[src/hw/rtl/hppc_pkg.sv]
// Shared types, codes and constants of the house pressure pump controller.
// No dependencies; every other file of the block refers to this package by scoped names.
package hppc_pkg;

    // Field widths
    localparam int unsigned PRES_W = 14;
    localparam int unsigned FREQ_W = 14;
    localparam int unsigned CURR_W = 13;
    localparam int unsigned TIME_W = 32;
    localparam int unsigned TRIP_W = 5;
    localparam int unsigned CFG_IDX_W = 3;
    localparam int unsigned CFG_DATA_W = 14;
    localparam int unsigned S_TDATA_W = 64;
    localparam int unsigned S_TUSER_W = 2;
    localparam int unsigned M_TDATA_W = 24;

    // Protection timing and thresholds
    localparam logic [TIME_W-1:0] OVERLOAD_DELAY_MS = 32'd5000;
    localparam logic [TIME_W-1:0] DRY_DELAY_MS = 32'd10000;
    localparam logic [TIME_W-1:0] STARTUP_GRACE_MS = 32'd5000;
    localparam logic [PRES_W-1:0] TRIP_PRESSURE_MBAR = 14'd6000;
    localparam logic [CURR_W-1:0] NO_CURRENT_CA = 13'd5;

    // Register values after reset
    localparam logic [PRES_W-1:0] RST_START_PRESSURE = 14'd2000;
    localparam logic [PRES_W-1:0] RST_STOP_PRESSURE = 14'd3500;
    localparam logic [PRES_W-1:0] RST_TARGET_PRESSURE = 14'd3000;
    localparam logic [FREQ_W-1:0] RST_MIN_FREQ = 14'd2500;
    localparam logic [FREQ_W-1:0] RST_MAX_FREQ = 14'd5000;
    localparam logic [CURR_W-1:0] RST_EMERGENCY_CURRENT = 13'd2000;
    localparam logic [CURR_W-1:0] RST_OVERLOAD_CURRENT = 13'd1500;
    localparam logic [CURR_W-1:0] RST_DRY_CURRENT = 13'd200;

    // Trip flag bit positions
    localparam int unsigned TRIP_EMERGENCY = 0;
    localparam int unsigned TRIP_OVERLOAD = 1;
    localparam int unsigned TRIP_DRY = 2;
    localparam int unsigned TRIP_NO_CURRENT = 3;
    localparam int unsigned TRIP_OVERPRESSURE = 4;

    typedef enum logic [1:0] {
        ACT_TICK      = 2'd0,
        ACT_FORCE_ON  = 2'd1,
        ACT_FORCE_OFF = 2'd2,
        ACT_CLEAR     = 2'd3
    } action_t;

    typedef enum logic [CFG_IDX_W-1:0] {
        CFG_START_PRESSURE    = 3'd0,
        CFG_STOP_PRESSURE     = 3'd1,
        CFG_TARGET_PRESSURE   = 3'd2,
        CFG_MIN_FREQ          = 3'd3,
        CFG_MAX_FREQ          = 3'd4,
        CFG_EMERGENCY_CURRENT = 3'd5,
        CFG_OVERLOAD_CURRENT  = 3'd6,
        CFG_DRY_CURRENT       = 3'd7
    } cfg_idx_t;

    typedef struct packed {
        logic [PRES_W-1:0] start_pressure_mbar;
        logic [PRES_W-1:0] stop_pressure_mbar;
        logic [PRES_W-1:0] target_pressure_mbar;
        logic [FREQ_W-1:0] min_freq_chz;
        logic [FREQ_W-1:0] max_freq_chz;
        logic [CURR_W-1:0] emergency_current_ca;
        logic [CURR_W-1:0] overload_current_ca;
        logic [CURR_W-1:0] dry_current_ca;
    } cfg_t;

    typedef struct packed {
        logic [1:0]        action;
        logic [TIME_W-1:0] now_ms;
        logic              emergency_stop;
        logic              telemetry_valid;
        logic              level_low_sensor;
        logic              level_mid_sensor;
        logic [PRES_W-1:0] pressure_mbar;
        logic [CURR_W-1:0] current_ca;
    } item_t;

    typedef struct packed {
        logic              run_flag;
        logic [FREQ_W-1:0] freq_now;
        logic [TIME_W-1:0] run_start_ms;
        logic [TIME_W-1:0] overload_start_ms;
        logic [TIME_W-1:0] dry_start_ms;
        logic              blocked_flag;
        logic              alarm_flag;
        logic              force_flag;
    } state_t;

    typedef struct packed {
        logic              pump_run;
        logic [FREQ_W-1:0] drive_freq_chz;
        logic              pump_blocked;
        logic              pump_alarm;
        logic              force_active;
        logic [TRIP_W-1:0] trip_flags;
    } result_t;

endpackage

[src/hw/rtl/hppc_cfg.sv]
// Configuration register file of the pump controller: eight threshold registers.
// Depends on hppc_pkg for the register index codes, widths and reset values.
module hppc_cfg (
    input  logic                                aclk,
    input  logic                                aresetn,
    input  logic                                cfg_wr_en,
    input  logic [hppc_pkg::CFG_IDX_W-1:0]      cfg_index,
    input  logic [hppc_pkg::CFG_DATA_W-1:0]     cfg_data,
    output hppc_pkg::cfg_t                      cfg
);

    hppc_pkg::cfg_t cfg_reg;
    hppc_pkg::cfg_t cfg_next;

    // Decode the write into the addressed register
    always_comb begin
        cfg_next = cfg_reg;
        if (cfg_wr_en) begin
            case (hppc_pkg::cfg_idx_t'(cfg_index))
                hppc_pkg::CFG_START_PRESSURE:    cfg_next.start_pressure_mbar = cfg_data;
                hppc_pkg::CFG_STOP_PRESSURE:     cfg_next.stop_pressure_mbar = cfg_data;
                hppc_pkg::CFG_TARGET_PRESSURE:   cfg_next.target_pressure_mbar = cfg_data;
                hppc_pkg::CFG_MIN_FREQ:          cfg_next.min_freq_chz = cfg_data;
                hppc_pkg::CFG_MAX_FREQ:          cfg_next.max_freq_chz = cfg_data;
                hppc_pkg::CFG_EMERGENCY_CURRENT:
                    cfg_next.emergency_current_ca = cfg_data[hppc_pkg::CURR_W-1:0];
                hppc_pkg::CFG_OVERLOAD_CURRENT:
                    cfg_next.overload_current_ca = cfg_data[hppc_pkg::CURR_W-1:0];
                hppc_pkg::CFG_DRY_CURRENT:
                    cfg_next.dry_current_ca = cfg_data[hppc_pkg::CURR_W-1:0];
                default: cfg_next = cfg_reg;
            endcase
        end
    end

    // Hold the registers; reset loads the default thresholds
    always_ff @(posedge aclk) begin
        if (!aresetn) begin
            cfg_reg.start_pressure_mbar  <= hppc_pkg::RST_START_PRESSURE;
            cfg_reg.stop_pressure_mbar   <= hppc_pkg::RST_STOP_PRESSURE;
            cfg_reg.target_pressure_mbar <= hppc_pkg::RST_TARGET_PRESSURE;
            cfg_reg.min_freq_chz         <= hppc_pkg::RST_MIN_FREQ;
            cfg_reg.max_freq_chz         <= hppc_pkg::RST_MAX_FREQ;
            cfg_reg.emergency_current_ca <= hppc_pkg::RST_EMERGENCY_CURRENT;
            cfg_reg.overload_current_ca  <= hppc_pkg::RST_OVERLOAD_CURRENT;
            cfg_reg.dry_current_ca       <= hppc_pkg::RST_DRY_CURRENT;
        end else begin
            cfg_reg <= cfg_next;
        end
    end

    assign cfg = cfg_reg;

endmodule

[src/hw/rtl/hppc_step.sv]
// Combinational update of the pump controller for one word: house logic, then protections.
// Depends on hppc_pkg for the item, state, result and configuration types.
module hppc_step (
    input  hppc_pkg::cfg_t    cfg,
    input  hppc_pkg::state_t  state,
    input  hppc_pkg::item_t   item,
    output hppc_pkg::state_t  state_next,
    output hppc_pkg::result_t result
);

    logic                               run_h;
    logic [hppc_pkg::FREQ_W-1:0]        freq_h;
    logic [hppc_pkg::TIME_W-1:0]        run_start_h;
    logic [hppc_pkg::TIME_W-1:0]        ol_start;
    logic [hppc_pkg::TIME_W-1:0]        dry_start;
    logic [hppc_pkg::TRIP_W-1:0]        flags;
    logic signed [hppc_pkg::PRES_W:0]   press_err;
    logic signed [hppc_pkg::PRES_W+2:0] freq_raw;
    logic [hppc_pkg::FREQ_W-1:0]        freq_clamp;
    logic                               stay_off;
    logic                               run_h_pre;

    // Proportional command: min + 2 * (target - pressure), clamped to [min, max]
    always_comb begin
        press_err = $signed({1'b0, cfg.target_pressure_mbar})
                  - $signed({1'b0, item.pressure_mbar});
        freq_raw  = $signed({3'b000, cfg.min_freq_chz})
                  + $signed({press_err[hppc_pkg::PRES_W], press_err, 1'b0});
        if (press_err[hppc_pkg::PRES_W]) begin
            freq_clamp = cfg.min_freq_chz;
        end else if (freq_raw > $signed({3'b000, cfg.max_freq_chz})) begin
            freq_clamp = cfg.max_freq_chz;
        end else begin
            freq_clamp = freq_raw[hppc_pkg::FREQ_W-1:0];
        end
    end

    // House logic: inhibit, tank level, hysteresis or force
    always_comb begin
        run_h       = 1'b0;
        freq_h      = state.freq_now;
        run_start_h = state.run_start_ms;
        run_h_pre   = 1'b0;
        stay_off    = item.emergency_stop || !item.telemetry_valid || state.blocked_flag
                   || (!state.force_flag
                       && !(item.level_low_sensor && item.level_mid_sensor));
        if (stay_off) begin
            freq_h = cfg.min_freq_chz;
        end else if (state.force_flag) begin
            run_h = 1'b1;
        end else begin
            run_h_pre = state.run_flag || (item.pressure_mbar <= cfg.start_pressure_mbar);
            if (run_h_pre && (item.pressure_mbar >= cfg.stop_pressure_mbar)) begin
                freq_h = cfg.min_freq_chz;
            end else begin
                run_h = run_h_pre;
            end
        end
        if (run_h && !state.run_flag) begin
            run_start_h = item.now_ms;
        end
        if (run_h) begin
            freq_h = freq_clamp;
        end
    end

    // Protections: only for a pump that runs after the house logic
    always_comb begin
        flags     = '0;
        ol_start  = state.overload_start_ms;
        dry_start = state.dry_start_ms;
        if (run_h) begin
            if (item.current_ca >= cfg.emergency_current_ca) begin
                flags[hppc_pkg::TRIP_EMERGENCY] = 1'b1;
            end
            if (item.current_ca >= cfg.overload_current_ca) begin
                if (ol_start == '0) begin
                    ol_start = item.now_ms;
                end
                if ((item.now_ms - ol_start) > hppc_pkg::OVERLOAD_DELAY_MS) begin
                    flags[hppc_pkg::TRIP_OVERLOAD] = 1'b1;
                end
            end else begin
                ol_start = '0;
            end
            if (item.current_ca < cfg.dry_current_ca) begin
                if (dry_start == '0) begin
                    dry_start = item.now_ms;
                end
                if ((item.now_ms - dry_start) > hppc_pkg::DRY_DELAY_MS) begin
                    flags[hppc_pkg::TRIP_DRY] = 1'b1;
                end
            end else begin
                dry_start = '0;
            end
            if (((item.now_ms - run_start_h) > hppc_pkg::STARTUP_GRACE_MS)
                && (item.current_ca <= hppc_pkg::NO_CURRENT_CA)) begin
                flags[hppc_pkg::TRIP_NO_CURRENT] = 1'b1;
            end
            if (item.pressure_mbar >= hppc_pkg::TRIP_PRESSURE_MBAR) begin
                flags[hppc_pkg::TRIP_OVERPRESSURE] = 1'b1;
            end
        end
    end

    // Select command or tick update; a trip stops, blocks, alarms and drops force
    always_comb begin
        state_next        = state;
        result.trip_flags = '0;
        case (hppc_pkg::action_t'(item.action))
            hppc_pkg::ACT_FORCE_ON:  state_next.force_flag = 1'b1;
            hppc_pkg::ACT_FORCE_OFF: state_next.force_flag = 1'b0;
            hppc_pkg::ACT_CLEAR: begin
                state_next.blocked_flag = 1'b0;
                state_next.alarm_flag   = 1'b0;
            end
            hppc_pkg::ACT_TICK: begin
                state_next.run_flag          = run_h;
                state_next.freq_now          = freq_h;
                state_next.run_start_ms      = run_start_h;
                state_next.overload_start_ms = ol_start;
                state_next.dry_start_ms      = dry_start;
                result.trip_flags            = flags;
                if (flags != '0) begin
                    state_next.run_flag     = 1'b0;
                    state_next.blocked_flag = 1'b1;
                    state_next.alarm_flag   = 1'b1;
                    state_next.force_flag   = 1'b0;
                end
            end
            default: state_next = state;
        endcase
        result.pump_run       = state_next.run_flag;
        result.drive_freq_chz = state_next.freq_now;
        result.pump_blocked   = state_next.blocked_flag;
        result.pump_alarm     = state_next.alarm_flag;
        result.force_active   = state_next.force_flag;
    end

endmodule

[src/hw/rtl/house_pressure_pump_controller.sv]
// Top level of the house pressure pump controller: input register, controller state,
// result register. Depends on hppc_pkg, hppc_cfg and hppc_step.
//
//   channel | dir | handshake          | payload
//   s_      | in  | s_tvalid/s_tready  | s_tuser action, s_tdata sensor word
//   m_      | out | m_tvalid/m_tready  | m_tdata pump command and status word
//   cfg_    | in  | cfg_wr_en          | cfg_index, cfg_data
//
// A word is taken into the input register; once the result register is free or being emptied,
// its state update and result are computed in one pass and land in the state and result
// registers, one word per cycle sustained while m_tready stays high.
// Reset is synchronous, active low, and returns thresholds and state to defaults.
// A result held by m_tready low keeps the input register full; s_tready then drops.
module house_pressure_pump_controller (
    input  logic                                aclk,
    input  logic                                aresetn,
    input  logic                                s_tvalid,
    output logic                                s_tready,
    // [31:0] now_ms, [32] emergency_stop, [33] telemetry_valid, [34] level_low_sensor,
    // [35] level_mid_sensor, [49:36] pressure_mbar, [62:50] current_ca, [63] zero
    input  logic [hppc_pkg::S_TDATA_W-1:0]      s_tdata,
    // [1:0] action
    input  logic [hppc_pkg::S_TUSER_W-1:0]      s_tuser,
    output logic                                m_tvalid,
    input  logic                                m_tready,
    // [0] pump_run, [14:1] drive_freq_chz, [15] pump_blocked, [16] pump_alarm,
    // [17] force_active, [22:18] trip_flags, [23] zero
    output logic [hppc_pkg::M_TDATA_W-1:0]      m_tdata,
    input  logic                                cfg_wr_en,
    input  logic [hppc_pkg::CFG_IDX_W-1:0]      cfg_index,
    input  logic [hppc_pkg::CFG_DATA_W-1:0]     cfg_data
);

    hppc_pkg::cfg_t    cfg;
    hppc_pkg::item_t   s_item;
    hppc_pkg::item_t   in_item_reg;
    logic              in_valid_reg;
    logic              in_valid_next;
    hppc_pkg::state_t  state_reg;
    hppc_pkg::state_t  state_next;
    hppc_pkg::result_t result;
    hppc_pkg::result_t out_reg;
    logic              out_valid_reg;
    logic              out_valid_next;
    logic              s_accept;
    logic              proc_fire;

    hppc_cfg u_cfg (
        .aclk      (aclk),
        .aresetn   (aresetn),
        .cfg_wr_en (cfg_wr_en),
        .cfg_index (cfg_index),
        .cfg_data  (cfg_data),
        .cfg       (cfg)
    );

    hppc_step u_step (
        .cfg        (cfg),
        .state      (state_reg),
        .item       (in_item_reg),
        .state_next (state_next),
        .result     (result)
    );

    // Unpack the input word
    always_comb begin
        s_item.action           = s_tuser;
        s_item.now_ms           = s_tdata[31:0];
        s_item.emergency_stop   = s_tdata[32];
        s_item.telemetry_valid  = s_tdata[33];
        s_item.level_low_sensor = s_tdata[34];
        s_item.level_mid_sensor = s_tdata[35];
        s_item.pressure_mbar    = s_tdata[49:36];
        s_item.current_ca       = s_tdata[62:50];
    end

    // Advance when the result register is free or being emptied
    assign proc_fire = in_valid_reg && (!out_valid_reg || m_tready);
    assign s_tready  = !in_valid_reg || proc_fire;
    assign s_accept  = s_tvalid && s_tready;

    always_comb begin
        in_valid_next = in_valid_reg;
        if (s_accept) begin
            in_valid_next = 1'b1;
        end else if (proc_fire) begin
            in_valid_next = 1'b0;
        end
        out_valid_next = out_valid_reg;
        if (proc_fire) begin
            out_valid_next = 1'b1;
        end else if (m_tready) begin
            out_valid_next = 1'b0;
        end
    end

    // Control and controller state
    always_ff @(posedge aclk) begin
        if (!aresetn) begin
            in_valid_reg            <= 1'b0;
            out_valid_reg           <= 1'b0;
            state_reg.run_flag          <= 1'b0;
            state_reg.freq_now          <= hppc_pkg::RST_MIN_FREQ;
            state_reg.run_start_ms      <= '0;
            state_reg.overload_start_ms <= '0;
            state_reg.dry_start_ms      <= '0;
            state_reg.blocked_flag      <= 1'b0;
            state_reg.alarm_flag        <= 1'b0;
            state_reg.force_flag        <= 1'b0;
        end else begin
            in_valid_reg  <= in_valid_next;
            out_valid_reg <= out_valid_next;
            if (proc_fire) begin
                state_reg <= state_next;
            end
        end
    end

    // Payload registers: capture the input word, hold the result until taken
    always_ff @(posedge aclk) begin
        if (s_accept) begin
            in_item_reg <= s_item;
        end
        if (proc_fire) begin
            out_reg <= result;
        end
    end

    assign m_tvalid = out_valid_reg;
    assign m_tdata  = {1'b0, out_reg.trip_flags, out_reg.force_active, out_reg.pump_alarm,
                       out_reg.pump_blocked, out_reg.drive_freq_chz, out_reg.pump_run};

endmodule

[config.mk]
export PLATFORM = sky130hd
export DESIGN_NAME = house_pressure_pump_controller
export DESIGN_NICKNAME = d
export VERILOG_FILES = /design/src/hw/rtl/hppc_pkg.sv /design/src/hw/rtl/hppc_cfg.sv /design/src/hw/rtl/hppc_step.sv /design/src/hw/rtl/house_pressure_pump_controller.sv
export SDC_FILE = /design/constraint.sdc
export NUM_CORES = 1
export LEC_CHECK = 0
export BUFFER_PORTS_ARGS = -buffer_cell sky130_fd_sc_hd__buf_2
export CAP_MARGIN = 40
export CORE_UTILIZATION = 25
export DETAILED_ROUTE_END_ITERATION = 6
export GPL_ROUTABILITY_DRIVEN = 0
export HOLD_SLACK_MARGIN = 0.02
export SKIP_CTS_REPAIR_TIMING = 1
export SLEW_MARGIN = 10
export SYNTH_ARGS = -nofsm -noshare
export SYNTH_HDL_FRONTEND = slang
export SYNTH_SLANG_ARGS = --single-unit
[constraint.sdc]
create_clock -name aclk -period 7.87 [get_ports aclk]
set_clock_uncertainty 0.1 [all_clocks]
set_input_delay 1.1805 -clock aclk [delete_from_list [all_inputs] [get_ports aclk]]
set_output_delay 1.1805 -clock aclk [all_outputs]
set_load 0.03 [all_outputs]
==> impl_metrics.yaml <==
critical_path:
  path_class: "flop to flop"
  arrival_ps: 7110
  crit_path_start_kind: "flop"
  timing.reg2reg.setup_slack_ps: 960
  max_stage_delay_ps: 500
  critical_path.cell_chain: "ha_1, nand4_1, inv_1, a221oi_1, a211oi_1, nor4_4, buf_6, mux2_2, ha_1, inv_1, fa_1, a211oi_1, o211ai_1, nand4_1, nand3_1, and3_1, a22oi_2, nand2_1, a211oi_1, o2111ai_1, nor4_2, a41oi_2, nor2_2, o31ai_1"
  slowest_stage: "a221oi_1"
  cp.required_ps: 8070
  path_max_fanout: 9
  setup.worst_path.end_class: "flop"
  critPathMostFrequentCell: "a211oi_1"
synth:
  netlist_area_mm2: 0.02172
  synth.lib_cells_used.distinct: 92
  netlist.area_leader.share_pct: 20.74
  post_synthesis_cells: 2615
  synth-edff-count: 88
  synth-seq-area-share_pct: 32.90
  synthDominantAreaCellType: "dfxtp_1"
  synthesis.area_per_instance_um2: 8.307
  mappedNetlistNets: 2907
  synthArstFlopShare_pct: 0
  ys_dominant_reg_cell: "dfxtp_1"
  yosysWarnings: 0
  synth_top_area_cells: "dfxtp_1 (21%), edfxtp_1 (12%), ha_1 (11%), a21oi_1 (6.0%), nand2_1 (5.7%)"
  yosys_register_bits: 313
die:
  boundary_pin_count: 114
  die_height_um: 296.8
  floorplan.rows: 107
  die_area_mm2: 0.08807
  initial_utilization_pct: 25.39
  core-area_mm2: 0.08555
  dieWidth_um: 296.8
placed_design:
  placement.io_buffers: 111
  post-dp-hpwl_um: 48180
timing:
  final_max_slew_viol_count: 0
  hold_violations: 0
  fmax_mhz: 144.7
  finalSetupTns_ps: 0
  tightestPinTransition_ps: 975.9
  max-slew-margin-rel_pct: 34.55
  fin_crit_sh_pct: 87.80
  timing.final.crit_period_ps: 6910
  setup_viol: 0
  unrepaired_setup_endpoints_after_global_routing: "no"
power_and_ir_drop:
  p_leak_uw: 0.01000
  vdd_ir_drop_max_mv: 0.1980
  total_power_uw: 4695
  p_per_area_mw_per_mm2: 188.1
run:
  timing.max_cap.violations: 0
route:
  remaining_drc_errors: 0
  drt-vias-per-instance: 5.024
  detailedRoute.firstPassIterationCount: 7
  routedWlPerCell_um: 16.87
  detail_route.wirelength_um: 64950
  drt-initial-drc-count: 1325
  met3_wirelength_um: 3345
  route.vias.total: 19340
  drt.antenna.violating_nets: 0
  route.top_layer_used: "met5"
  wl_met2_um: 27870
  met1Wirelength_um: 32250
finish:
  fin_nets: 2964
  layout_commonest_cell: "nand2_1"
  syn_to_final_growth_pct: 14.90
  mostFrequentLayoutCells: "nand2_1 (326), a21oi_1 (262), dfxtp_1 (225)"
  largest_reg_flops: 114
  antenna_cells: 0
  share_of_final_layout_standard_cells_stronger_than_drive_strength_1_pct: 10.24
grt:
  gr-usage-all-layers_pct: 14.30
  vias_in_the_first_global_route: 17880
  grt_pass1_wl_um: 101500
  grt_overflow: 0
  maximum_number_of_pins_on_one_net_before_global_route_repair: 90
  initial_antenna_violation_count: 4
clock_tree:
  clock_slew_at_reported_path_ffs_ps: 60
  clkLatencyLatePin_ps: 620
  cts_tree: "done"
  h-tree-depth: 2
  cts-buffers-inserted: 42
  clock_tree.root_cell: "clkbuf_16"
  clock_sinks: 313
  cts_buffer_depth: 3
worst_hold_path:
  timing.hold.worst.class: "flop to flop"
run_status:
  status: "finished clean"
## cell type report
cell class | count | area, um^2
fillers | 9130 | 60590
multi-input cells | 2009 | 13500
flip-flops and latches | 313 | 7147
well taps | 1144 | 1431
clock buffers | 59 | 1205
repair buffers | 145 | 868.3
inverters | 161 | 604.3
clock inverters | 18 | 200.2
## metrics by stage
stage	hold WS [ps]	instance area [um^2]	cells	worst slack [ps]	utilization [%]
floorplan	318.7	21720	2615	1784	-
global placement	334.0	23430	3763	680.3	27.39
detailed placement	337.4	23530	3771	987.1	27.50
CTS	350.8	24930	3848	889.7	29.14
global route	383.1	24960	3849	412.2	29.17
finish	349.1	24960	3849	959.8	29.17
## routing by layer
layer  vias to the layer above  global-route usage, %
met2                       492                  21.87
met3                        86                  2.136
li1                       9691                      -
met1                      9064                  20.67
met4                         6                  3.898
met5                         -                      0
## worst paths after layout
check	end	depth (start not counted)	startpoint
worst min-delay path	state_reg[1]	2	state_reg[1]
worst max register to register	m_tdata[15]	24	in_item_reg[25]
worst min register to register	state_reg[1]	2	state_reg[1]
worst max-delay path	m_tdata[15]	24	in_item_reg[25]
## synthesized netlist by cell type, types with 10 or more instances
library cell and count:
nand3_1 58, a31oi_1 15, nand3b_1 11, edfxtp_1 88, o2111ai_1 10, o22ai_1 12, o211a_1 29, inv_1 161
nor2b_1 95, o21bai_1 16, xnor2_1 35, nor4_1 36, xor2_1 21, nor3_1 90, and2_1 11, ha_1 199
a211oi_1 28, a31o_2 10, mux2i_1 52, o21ai_0 97, a21boi_0 80, clkbuf_1 109, nand2b_1 22, mux2_2 18
o21a_1 28, and3_1 18, a211o_1 10, a21oi_1 262, o31ai_1 14, nand2_1 327, o211ai_1 50, a21o_1 53
dfxtp_1 225, nand4_1 44, nor2_1 119
## worst max-delay path: cells and delay by family (launching register included)
family                     cells  cell delay (ps)
AOI/OAI and AO/OA              9             2660
adders and majority gates      3              910
buffers and inverters          3              340
DFF                            1              470
muxes                          1              190
and+or+nand+nor                8             1910
## logic make-up (layout without fill, tap and decap cells)
kind of cell | count (synthesis) | count (layout) | synth area share, %
flops | 313 | 313 | 32.90
simple gates | 877 | 877 | 19.67
fa+ha+maj | 205 | 205 | 11.97
compound gates | 800 | 800 | 24.57
buf+inv | 293 | 383 | 5.288
xor+xnor | 56 | 56 | 2.258
other cells | 1 | 1 | 0.01726
mux | 70 | 70 | 3.329
## power by group
group	total [uW]	internal (uW)	switching, uW
Sequential	1760	1710	55.6
Combinational	1010	410	603
Clock	1920	1120	804
Note: power is estimated with default switching activity, not from simulation.
